File: config.mk
export PLATFORM = sky130hd
export DESIGN_NAME = dns_question_name_encoder_unit
export DESIGN_NICKNAME = d
export VERILOG_FILES = /design/src/sv/dqne_pkg.sv /design/src/sv/dqne_label_ram.sv /design/src/sv/dqne_cfg_regs.sv /design/src/sv/dns_question_name_encoder_unit.sv
export SDC_FILE = /design/constraint.sdc
export NUM_CORES = 1
export LEC_CHECK = 0
export BUFFER_PORTS_ARGS = -buffer_cell sky130_fd_sc_hd__buf_2
export CAP_MARGIN = 20
export CORE_ASPECT_RATIO = 1.2
export CORE_MARGIN = 3
export CORE_UTILIZATION = 45
export CTS_CLUSTER_SIZE = 28
export DETAILED_ROUTE_END_ITERATION = 7
export PLACE_DENSITY = 0.74
export SYNTH_ARGS = -nofsm -noshare
export SYNTH_HDL_FRONTEND = slang
export SYNTH_SLANG_ARGS = --single-unit
File: constraint.sdc
create_clock -name i_clk -period 2.95 [get_ports i_clk]
set_input_delay 0 -clock i_clk [delete_from_list [all_inputs] [get_ports i_clk]]
set_output_delay 0 -clock i_clk [all_outputs]
set_load 0.01 [all_outputs]
File: src/sv/dqne_pkg.sv
// ---------------------------------------------------------------------------
// DNS question name encoder package
// Item types, configuration record and constants shared by the encoder.
// ---------------------------------------------------------------------------
package dqne_pkg;

    localparam int MAX_LABEL = 63;
    localparam int LEN_W     = $clog2(MAX_LABEL + 1);
    localparam int ADDR_W    = $clog2(MAX_LABEL);
    // byte positions of one question: length, label, terminator, type, class
    localparam int POS_W     = $clog2(MAX_LABEL + 8);
    localparam int PADDR_W   = 3;

    localparam logic [7:0] DOT_CHAR = 8'd46;

    // register select, taken from the word address bit
    localparam logic REG_QUERY_TYPE  = 1'b0;
    localparam logic REG_QUERY_CLASS = 1'b1;

    localparam logic [15:0] QUERY_TYPE_RST  = 16'd1;
    localparam logic [15:0] QUERY_CLASS_RST = 16'd1;

    typedef struct packed {
        logic [7:0] name_char;
        logic       name_end;
    } t_in_item;

    typedef struct packed {
        logic [7:0] first_byte;
        logic [7:0] second_byte;
        logic       second_present;
        logic       run_last;
        logic       question_done;
        logic       label_truncated;
    } t_out_item;

    typedef struct packed {
        logic [15:0] query_type;
        logic [15:0] query_class;
    } t_cfg;

endpackage

File: src/sv/dqne_label_ram.sv
// ---------------------------------------------------------------------------
// Label store
// One write port, two registered read ports with a shared read enable.
// ---------------------------------------------------------------------------
module dqne_label_ram (
    input  logic                        i_clk,
    input  logic                        i_we,
    input  logic [dqne_pkg::ADDR_W-1:0] i_waddr,
    input  logic [7:0]                  i_wdata,
    input  logic                        i_re,
    input  logic [dqne_pkg::ADDR_W-1:0] i_raddr0,
    input  logic [dqne_pkg::ADDR_W-1:0] i_raddr1,
    output logic [7:0]                  o_rdata0,
    output logic [7:0]                  o_rdata1
);

    logic [7:0] mem [0:dqne_pkg::MAX_LABEL-1];
    logic [7:0] r_rdata0;
    logic [7:0] r_rdata1;

    always_ff @(posedge i_clk) begin
        if (i_we) begin
            mem[i_waddr] <= i_wdata;
        end
    end

    // hold read data while the read side is frozen
    always_ff @(posedge i_clk) begin
        if (i_re) begin
            r_rdata0 <= mem[i_raddr0];
            r_rdata1 <= mem[i_raddr1];
        end
    end

    assign o_rdata0 = r_rdata0;
    assign o_rdata1 = r_rdata1;

endmodule

File: src/sv/dqne_cfg_regs.sv
// ---------------------------------------------------------------------------
// Configuration registers
// APB-style access to the query type and query class words.
// ---------------------------------------------------------------------------
module dqne_cfg_regs (
    input  logic                         i_clk,
    input  logic                         i_rst_n,
    input  logic                         psel,
    input  logic                         penable,
    input  logic                         pwrite,
    input  logic [dqne_pkg::PADDR_W-1:0] paddr,
    input  logic [31:0]                  pwdata,
    output logic [31:0]                  prdata,
    output logic                         pready,
    output dqne_pkg::t_cfg               o_cfg
);

    logic [15:0] r_query_type;
    logic [15:0] r_query_class;
    logic        wr_en;

    assign pready = 1'b1;
    assign wr_en  = psel && penable && pwrite && pready;

    always_ff @(posedge i_clk) begin
        if (!i_rst_n) begin
            r_query_type  <= dqne_pkg::QUERY_TYPE_RST;
            r_query_class <= dqne_pkg::QUERY_CLASS_RST;
        end else if (wr_en) begin
            case (paddr[2])
                dqne_pkg::REG_QUERY_TYPE:  r_query_type  <= pwdata[15:0];
                dqne_pkg::REG_QUERY_CLASS: r_query_class <= pwdata[15:0];
                default: ;
            endcase
        end
    end

    always_comb begin
        case (paddr[2])
            dqne_pkg::REG_QUERY_TYPE:  prdata = {16'd0, r_query_type};
            dqne_pkg::REG_QUERY_CLASS: prdata = {16'd0, r_query_class};
            default:                   prdata = 32'd0;
        endcase
    end

    assign o_cfg.query_type  = r_query_type;
    assign o_cfg.query_class = r_query_class;

endmodule

File: src/sv/dns_question_name_encoder_unit.sv
// ---------------------------------------------------------------------------
// DNS question name encoder
// Collects host name characters into a label store and emits the encoded
// question (length-prefixed labels, terminator, type, class) up to two bytes
// per result transfer.
// ---------------------------------------------------------------------------
//  channel  direction  handshake                 payload
//  in       in         i_in_valid / o_in_stall   i_in_item  (t_in_item)
//  out      out        o_out_valid / i_out_stall o_out_item (t_out_item)
//  cfg      in         APB psel/penable/pready   paddr, pwdata, prdata
//
//  A character is absorbed and written to the label store unless it is full.
//  A dot after a non-empty label, or an end mark, starts a drain, the store
//  read two bytes per cycle through its two read ports unless the output
//  stalls; the input stalls for the drain. Results pass a read stage and an
//  output register. Reset is synchronous; the label store needs no clearing.
//  An output stall freezes the drain, the read stage and the output register.
// ---------------------------------------------------------------------------
module dns_question_name_encoder_unit (
    input  logic                         i_clk,
    input  logic                         i_rst_n,
    input  logic                         i_in_valid,
    output logic                         o_in_stall,
    input  dqne_pkg::t_in_item           i_in_item,
    output logic                         o_out_valid,
    input  logic                         i_out_stall,
    output dqne_pkg::t_out_item          o_out_item,
    input  logic                         psel,
    input  logic                         penable,
    input  logic                         pwrite,
    input  logic [dqne_pkg::PADDR_W-1:0] paddr,
    input  logic [31:0]                  pwdata,
    output logic [31:0]                  prdata,
    output logic                         pready
);

    localparam int LW = dqne_pkg::LEN_W;
    localparam int PW = dqne_pkg::POS_W;
    localparam int AW = dqne_pkg::ADDR_W;

    typedef enum logic [1:0] {
        ST_IDLE  = 2'b01,
        ST_DRAIN = 2'b10
    } t_state;

    // flush descriptor carried along with each result slot
    typedef struct packed {
        logic [LW-1:0] len;
        logic          name_end;
        logic          trunc;
        logic [PW-1:0] total;
    } t_flush;

    dqne_pkg::t_cfg      cfg;
    t_state              r_state, n_state;
    logic [LW-1:0]       r_label_len, n_label_len;
    logic                r_overflow, n_overflow;
    logic [PW-1:0]       r_pos, n_pos;
    t_flush              r_flush, n_flush;
    logic                r_b_valid;
    logic [PW-1:0]       r_b_pos;
    t_flush              r_b_flush;
    logic                r_out_valid;
    dqne_pkg::t_out_item r_out, n_out;

    logic                in_acc;
    logic                advance;
    logic                is_char;
    logic                store_we;
    logic [AW-1:0]       raddr0, raddr1;
    logic [7:0]          rdata0, rdata1;
    logic [PW-1:0]       b_pos1;

    dqne_cfg_regs u_cfg (
        .i_clk   (i_clk),
        .i_rst_n (i_rst_n),
        .psel    (psel),
        .penable (penable),
        .pwrite  (pwrite),
        .paddr   (paddr),
        .pwdata  (pwdata),
        .prdata  (prdata),
        .pready  (pready),
        .o_cfg   (cfg)
    );

    // store index for byte k of the stream; byte 0 is the length byte of a non-empty label
    function automatic logic [AW-1:0] rd_addr(input logic [PW-1:0] k,
                                              input logic [LW-1:0] len);
        logic [PW-1:0] idx;
        idx = k - PW'(1);
        if (k != '0 && k <= PW'(len)) begin
            rd_addr = idx[AW-1:0];
        end else begin
            rd_addr = '0;
        end
    endfunction

    function automatic logic [7:0] form_byte(input logic [PW-1:0] k,
                                             input t_flush fl,
                                             input logic [7:0] rd,
                                             input dqne_pkg::t_cfg c);
        logic [PW-1:0] hdr;
        logic [PW-1:0] t;
        hdr = (fl.len != '0) ? PW'(fl.len) + PW'(1) : '0;
        t   = k - hdr;
        form_byte = 8'd0;
        if (fl.len != '0 && k == '0) begin
            form_byte = 8'(fl.len);
        end else if (k < hdr) begin
            form_byte = rd;
        end else begin
            case (t)
                PW'(1):  form_byte = c.query_type[15:8];
                PW'(2):  form_byte = c.query_type[7:0];
                PW'(3):  form_byte = c.query_class[15:8];
                PW'(4):  form_byte = c.query_class[7:0];
                default: form_byte = 8'd0;
            endcase
        end
    endfunction

    assign o_in_stall = (r_state != ST_IDLE);
    assign in_acc     = i_in_valid && !o_in_stall;
    assign advance    = !r_out_valid || !i_out_stall;
    assign is_char    = !i_in_item.name_end && (i_in_item.name_char != dqne_pkg::DOT_CHAR);
    assign store_we   = in_acc && is_char && (r_label_len < LW'(dqne_pkg::MAX_LABEL));

    assign raddr0 = rd_addr(r_pos, r_flush.len);
    assign raddr1 = rd_addr(r_pos + PW'(1), r_flush.len);

    dqne_label_ram u_ram (
        .i_clk    (i_clk),
        .i_we     (store_we),
        .i_waddr  (r_label_len[AW-1:0]),
        .i_wdata  (i_in_item.name_char),
        .i_re     (advance && (r_state == ST_DRAIN)),
        .i_raddr0 (raddr0),
        .i_raddr1 (raddr1),
        .o_rdata0 (rdata0),
        .o_rdata1 (rdata1)
    );

    // sequencer: absorb characters, then walk the byte stream two at a time
    always_comb begin
        n_state     = r_state;
        n_label_len = r_label_len;
        n_overflow  = r_overflow;
        n_pos       = r_pos;
        n_flush     = r_flush;
        case (r_state)
            ST_IDLE: begin
                if (in_acc) begin
                    if (is_char) begin
                        if (store_we) begin
                            n_label_len = r_label_len + LW'(1);
                        end else begin
                            n_overflow = 1'b1;
                        end
                    end else if (i_in_item.name_end || r_label_len != '0) begin
                        n_flush.len      = r_label_len;
                        n_flush.name_end = i_in_item.name_end;
                        n_flush.trunc    = r_overflow;
                        n_flush.total    = ((r_label_len != '0) ?
                                            PW'(r_label_len) + PW'(1) : '0)
                                         + (i_in_item.name_end ? PW'(5) : '0);
                        n_pos       = '0;
                        n_label_len = '0;
                        n_overflow  = 1'b0;
                        n_state     = ST_DRAIN;
                    end
                end
            end
            ST_DRAIN: begin
                if (advance) begin
                    n_pos = r_pos + PW'(2);
                    if (r_pos + PW'(2) >= r_flush.total) begin
                        n_state = ST_IDLE;
                    end
                end
            end
            default: n_state = ST_IDLE;
        endcase
    end

    assign b_pos1 = r_b_pos + PW'(1);

    always_comb begin
        n_out.first_byte      = form_byte(r_b_pos, r_b_flush, rdata0, cfg);
        n_out.second_present  = b_pos1 < r_b_flush.total;
        n_out.second_byte     = n_out.second_present ?
                                form_byte(b_pos1, r_b_flush, rdata1, cfg) : 8'd0;
        n_out.run_last        = (r_b_pos + PW'(2)) >= r_b_flush.total;
        n_out.question_done   = r_b_flush.name_end && n_out.run_last;
        n_out.label_truncated = r_b_flush.trunc;
    end

    always_ff @(posedge i_clk) begin
        if (!i_rst_n) begin
            r_state     <= ST_IDLE;
            r_label_len <= '0;
            r_overflow  <= 1'b0;
            r_b_valid   <= 1'b0;
            r_out_valid <= 1'b0;
        end else begin
            r_state     <= n_state;
            r_label_len <= n_label_len;
            r_overflow  <= n_overflow;
            if (advance) begin
                r_b_valid   <= (r_state == ST_DRAIN);
                r_out_valid <= r_b_valid;
            end
        end
    end

    always_ff @(posedge i_clk) begin
        r_pos   <= n_pos;
        r_flush <= n_flush;
        if (advance) begin
            r_b_pos   <= r_pos;
            r_b_flush <= r_flush;
            r_out     <= n_out;
        end
    end

    assign o_out_valid = r_out_valid;
    assign o_out_item  = r_out;

endmodule
==> flow_summary.ini, run 1 <==
[timing]
worstMarginPinSlew_ps = 931
postLayoutSetupSlackWorst_ps = -50.4
period_share_pct = 102
fmax_ghz = 0.333
fin_crit_ps = 3000
maxSlewViolCount = 0
setup-violations-final = 6
hold_viol_final = 0
rsz0062_at_grt = yes
clock_skew_ps = 37.3
relSlewSlack_pct = 37.4

[setup_path]
path_class = reg -> reg
cp_top_family = compound AO/OA/AOI/OAI gates
crit_chain = buf_4 > inv_1 > ha_4 > nand2_1 > nand2_2 > ha_4 > a21oi_1 > nand3_2 > or3_4 > a211o_1 > a2111o_1 > o221ai_2
slowest_delay_ps = 490
cp-start-kind = register
cp_common_cell = ha_4
arrival_ps = 3440
cp_slowest_cell = a2111o_1
cp.required_ps = 3390
crit_buf_inv = 2
cp_max_fo = 8
end_kind = register

[yosys]
ys_seq_area_share_pct = 68.9
synthTopCellsByArea = edfxtp_1, mux4_2, dfxtp_1
netlist.area_leader.share_pct = 65.6
synth_ff_type = edfxtp_1
synth_warnings = 0
syn_inst = 1707
synth_area_sq_mm = 0.0266
ys_types = 75
async_flop_share_pct = 0
synth_edf_count = 582
ys_ff_latch = 625
syn_area_per_cell_sq_um = 15.6
yosysTopAreaCell = edfxtp_1

[finish]
nFillCells = 4579
fin_nets = 2011
diodes = 0
drive_gt1_share_pct = 24.7
final_cell_mix = edfxtp_1, nand2_1, buf_4, nor2_1, mux2i_1
final_common_cell = edfxtp_1
final_area_sq_mm = 0.0312
area_growth_pct = 17.0

[clock_network]
cts_sinks = 625
cts_tree = yes
clk_path_buf_depth = 3
root_buffer = clkbuf_16
cts_max_level = 2
cts_made_buffers = 58
insertion_delay_ps = 630
path_clk_slew_ps = 60

[route]
drc = 7
postRouteAntennaNets = 0
vias = 15996
wl_per_cell_um = 24.0
vias_per_cell = 5.80
drt_iter0_markers = 1634
wl_um = 66000
dr.pass1.iters = 8

[die]
start_util_pct = 45.5
die_h_um = 272
die-area_sq_mm = 0.0621
io_pins = 106
die_w_um = 228
coreArea_sq_mm = 0.0585
num_rows = 97

[global_routing]
grt_pass1_vias = 16075
antenna_found_initial = 0
grt_max_degree = 85
globalRouteOverflowTotal = 0
grt_pass1_wl_um = 98900
grt_usage_pct = 20.7

[min_path]
hp-class = in -> reg

[power]
p_leak_nw = 10.6
vdd_drop_max_mv = 0.436
finalPower_w = 0.0184
cellPowerDensity_mw_per_mm2 = 592

[placement]
dp_hpwl_um = 43300
globalplace.congestion = 0.935
portBuffers = 70
dpl_cell_area_sq_mm = 0.0285

[status]
status = complete, but fails checks
violations = DRC, setup timing

[flow_run]
max_cap_violations = 0
==> synth_stat cells (10+ instances only) <==
cell type and count:
edfxtp_1 582, nand2_1 150, nor2_1 126, mux2i_1 86, mux4_2 78, clkbuf_1 45, dfxtp_1 43, a21oi_1 42
ha_1 40, a22oi_1 34, a21boi_0 33, o21ai_0 32, inv_1 31, nand3_1 31, mux2_2 25, buf_2 23
a221oi_1 22, buf_4 22, xnor2_1 17, xor2_1 15, nor3_1 14, o21a_1 14, nand2b_1 13, a22o_1 11
nor2b_1 11, a221o_1 10, a222oi_1 10, and2_1 10, o211ai_1 10
==> final timing paths <==
kind                           startpoint                  endpoint  slack [ps]  depth (start not counted)
setup reg to reg  r_b_flush[10]$_DFFE_PN_  o_out_item[12]$_DFFE_PN_         -50                         12
hold reg to reg      r_flush[8]$_DFFE_PP_    r_b_flush[8]$_DFFE_PN_         420                          0
setup / recovery  r_b_flush[10]$_DFFE_PN_  o_out_item[12]$_DFFE_PN_         -50                         12
hold / removal                 i_in_valid   r_overflow$_SDFFE_PN0P_          30                          5
==> cell type report <==
| cell class | instances | area (sq um) | area share, % |
|---|---|---|---|
| Sequential cell | 625 | 18300 | 58.8 |
| Multi-Input combinational cell | 963 | 8040 | 25.8 |
| Timing Repair Buffer | 239 | 1830 | 5.88 |
| Clock buffer | 71 | 1520 | 4.88 |
| Tap cell | 792 | 991 | 3.18 |
| Clock inverter | 33 | 322 | 1.03 |
| Inverter | 33 | 124 | 0.397 |
==> power breakdown <==
group | switching (W) | internal (W) | total, W
clock | 0.00325 | 0.00403 | 0.00727
sequential | 0.0000485 | 0.00975 | 0.00980
combinational | 0.000818 | 0.000559 | 0.00138
total | 0.00411 | 0.0143 | 0.0184
==> per-layer routing <==
metal	part of all wire (%)	global-route usage, %	up-vias	wire length, um
met5	0	0	-	0
met4	4.0	8.61	0	2650
met3	6.6	2.55	142	4330
met2	52	37.1	736	34300
met1	37	25.4	8051	24700
li1	-	-	7067	-
==> stage by stage <==
stage / util (%) / cells / setup TNS, ps / hold slack (ps) / worst slack (ps)
2_1_floorplan: - / 1722 / -173 / 98.9 / -65.1
3_3_place_gp: 48.6 / 2596 / -148 / 237 / -38.2
3_5_place_dp: 48.6 / 2597 / -1210 / 251 / -131
4_1_cts: 52.5 / 2737 / -86.3 / 21.1 / -38.8
5_1_grt: 53.3 / 2756 / -1660 / 55.5 / -182
6_report: 53.3 / 2756 / -122 / 30.6 / -50.4
==> worst register-to-register path: cells and delay by family, from the launching register on <==
family                     cells  cell delay, ps
DFF                            1             410
buffers and inverters          2             250
and+or+nand+nor                4             620
adders and majority gates      2             360
AOI/OAI and AO/OA              4            1210
==> sequential cells by signal (all words and copies together) (netlist names) <==
signal               flops
r_b_flush               14
n_out                    1
r_overflow               1
u_ram.mem              504
r_b_pos                  6
r_label_len              6
o_out_valid              1
u_ram.o_rdata0           8
o_out_item              20
r_state                  2
r_pos                    6
u_cfg.r_query_type      16
r_flush                 15
u_cfg.r_query_class     16
r_b_valid                1
u_ram.o_rdata1           8
==> cell families (layout without fill, tap and decap cells) <==
family                     after synthesis  in the layout  synth area share [%]
xor gates and xnor gates                32             32                  1.05
DFF                                    625            625                  68.9
muxes                                  189            189                  10.9
adders and majority gates               41             41                  1.92
and+or+nand+nor                        402            402                  6.99
AOI/OAI and AO/OA                      282            282                  7.76
buffers and inverters                  134            376                  2.50
other                                    2             17                0.0282
==> repair_timing <==
item,in CTS,in global routing
setup endpoints to repair,27,148
pin swaps,10,30
gates resized for setup,14,64
endpoints found under the hold margin,52,0
hold buffers,28,0
gates cloned,0,2
setup buffers,8,17
No activity file was read; power rests on OpenSTA's default activity.
==> inputs of run 2 (changes only) <==
- CTS_BUF_LIST: not set -> sky130_fd_sc_hd__clkbuf_2
==> run 2 against run 1 <==
The flow finishes with violations (setup timing). Fmax shrank 0.99%. Clock power shrank 20%. Clock skew grew 73 ps. Largest power group unchanged. Sequential share of layout area shrank 0.073 points. Critical endpoint unchanged. Critical path depth shrank 1. Non-clock buffer count grew 47. Register-to-register slack lost 30 ps. Combinational power is essentially flat.
==> flow_summary.ini, run 2 (synthesized netlist as in run 1, its figures left out) <==
[route]
wl_per_cell_um = 23.0
drc = 0
vias = 16734
postRouteAntennaNets = 0
wl_um = 67700
vias_per_cell = 5.68
drt_iter0_markers = 1651
dr.pass1.iters = 8

[setup_path]
cp_max_fo = 8
timing.rr.end = o_out_item[12]$_DFFE_PN_
endpoint = o_out_item[12]$_DFFE_PN_
cp.required_ps = 3890
arrival_ps = 3970
path_class = reg -> reg
critPathLaunch = r_b_flush[11]$_DFFE_PN_
worstReg2RegStart = r_b_flush[11]$_DFFE_PN_
end_kind = register
worst_r2r_path_depth = 11
cp-start-kind = register
r2r_slack_ps = -80

[finish]
area_growth_pct = 17.2
final_util_pct = 53.3
seq_area_sq_mm = 0.0183
drive_gt1_share_pct = 28.6
final_common_cell = edfxtp_1
largest_reg_flops = 504
final_cell_mix = edfxtp_1, clkbuf_2, nand2_1, buf_4, nor2_1
nFillCells = 4665
top_register = u_ram.mem
fin_nets = 2144
multi_input_area_sq_mm = 0.00804

[timing]
fin_tns_setup_ps = -289
clock_skew_ps = 110
rsz0062_at_grt = yes
setup-violations-final = 7
hold_viol_final = 0
relSlewSlack_pct = 40.5
fmax_ghz = 0.330
maxSlewViolCount = 0
worstMarginPinSlew_ps = 885
fin_crit_ps = 3030
period_share_pct = 103
whs_ps = 80.2
postLayoutSetupSlackWorst_ps = -80.5

[power]
clkPwrFrac_pct = 34.3
switching_share_pct = 24.5
cellPowerDensity_mw_per_mm2 = 546
p_int_w = 0.0129
vdd_drop_max_mv = 0.301
switching_power_w = 0.00418
p_leak_nw = 10.9
p_comb_share_pct = 8.3
power_frac_seq_pct = 57.4

[placement]
dp_hpwl_um = 43300
globalplace.congestion = 0.935
portBuffers = 70
pre_cts_slack_ps = -131

[clock_network]
cts_tree = yes
clk_path_buf_depth = 3
cts_max_level = 4
path_clk_slew_ps = 130
cts_made_buffers = 144
root_buffer = clkbuf_2
cts_sinks = 625
insertion_delay_ps = 1160

[global_routing]
grt_max_degree = 85
grt_pass1_vias = 17010
antenna_found_initial = 1
grt_pass1_wl_um = 102000
grt_usage_pct = 21.4
globalRouteOverflowTotal = 0

[die]
coreArea_sq_mm = 0.0585
die_w_um = 228
start_util_pct = 45.5
die-area_sq_mm = 0.0621
io_pins = 106
die_h_um = 272
num_rows = 97

[min_path]
hp-class = in -> reg

[status]
violations = setup timing
status = complete, but fails checks

[flow_run]
max_cap_violations = 0
run 2: layout make-up:
cell class                      count  area share [%]
Sequential cell                   625            58.8
Timing Repair Buffer              286            7.40
Clock buffer                      202            3.24
Antenna cell                        2          0.0160
Clock inverter                     44            1.26
Tap cell                          792            3.18
Inverter                           33           0.397
Multi-Input combinational cell    963            25.8
run 2: stage by stage:
stage / cell area (sq um) / std cells / total power, W
finish: 31200 / 2947 / 0.0170
global route: 31200 / 2946 / 0.0177
CTS: 30800 / 2935 / 0.0171
detailed placement: 28500 / 2597 / 0.0112
global placement: 28400 / 2596 / 0.0112
floorplan: 26700 / 1722 / 0.0107
run 2: metal layers:
metal | wire (um) | GRT usage (%) | vias to the layer above
met5 | 0 | 0 | -
met4 | 2690 | 10.3 | 0
met3 | 4530 | 4.03 | 154
met2 | 35200 | 37.4 | 778
met1 | 25300 | 25.6 | 8360
li1 | - | - | 7442
run 2: worst min path at each step:
stage | start | endpoint | slack (ps) | depth (start not counted)
finish | i_in_item[2] | u_ram.mem[20][1]$_DFFE_PP_ | 80 | 3
global route | i_in_item[2] | u_ram.mem[20][1]$_DFFE_PP_ | 30 | 3
CTS | i_in_item[2] | u_ram.mem[20][1]$_DFFE_PP_ | 6 | 3
detailed placement | pwdata[0] | u_cfg.r_query_class[0]$_SDFFE_PN1P_ | 250 | 3
global placement | pwdata[0] | u_cfg.r_query_class[0]$_SDFFE_PN1P_ | 240 | 3
floorplan | i_in_item[0] | r_flush[8]$_DFFE_PP_ | 100 | 0
run 2: power by group through the flow:
stage,Combinational [W],Clock [W],Sequential [W]
6_report,0.00141,0.00584,0.00978
3_5_place_dp,0.00126,0,0.00998
2_1_floorplan,0.000734,0,0.00998
5_1_grt,0.00151,0.00638,0.00979
3_3_place_gp,0.00123,0,0.00998
4_1_cts,0.00136,0.00595,0.00978
run 2: what timing repair did:
action | CTS | global route
endpoints found under the setup margin | 22 | 162
pin swaps | 9 | 15
hold buffers | 84 | 0
buffers inserted | 8 | 10
endpoints found under the hold margin | 1082 | 0
resized for setup | 17 | 63
gates cloned | 0 | 2
run 2: worst max-delay path, stage by stage (launching register included):
cell      delay, ps
edfxtp_1        470
nor4_4          310
nand2_1         120
nand2_2         100
ha_4            210
nand4b_1        100
or4_1           130
nand3_2          80
or3_4           330
a211o_1         300
a2111o_1        500
o221ai_2        220
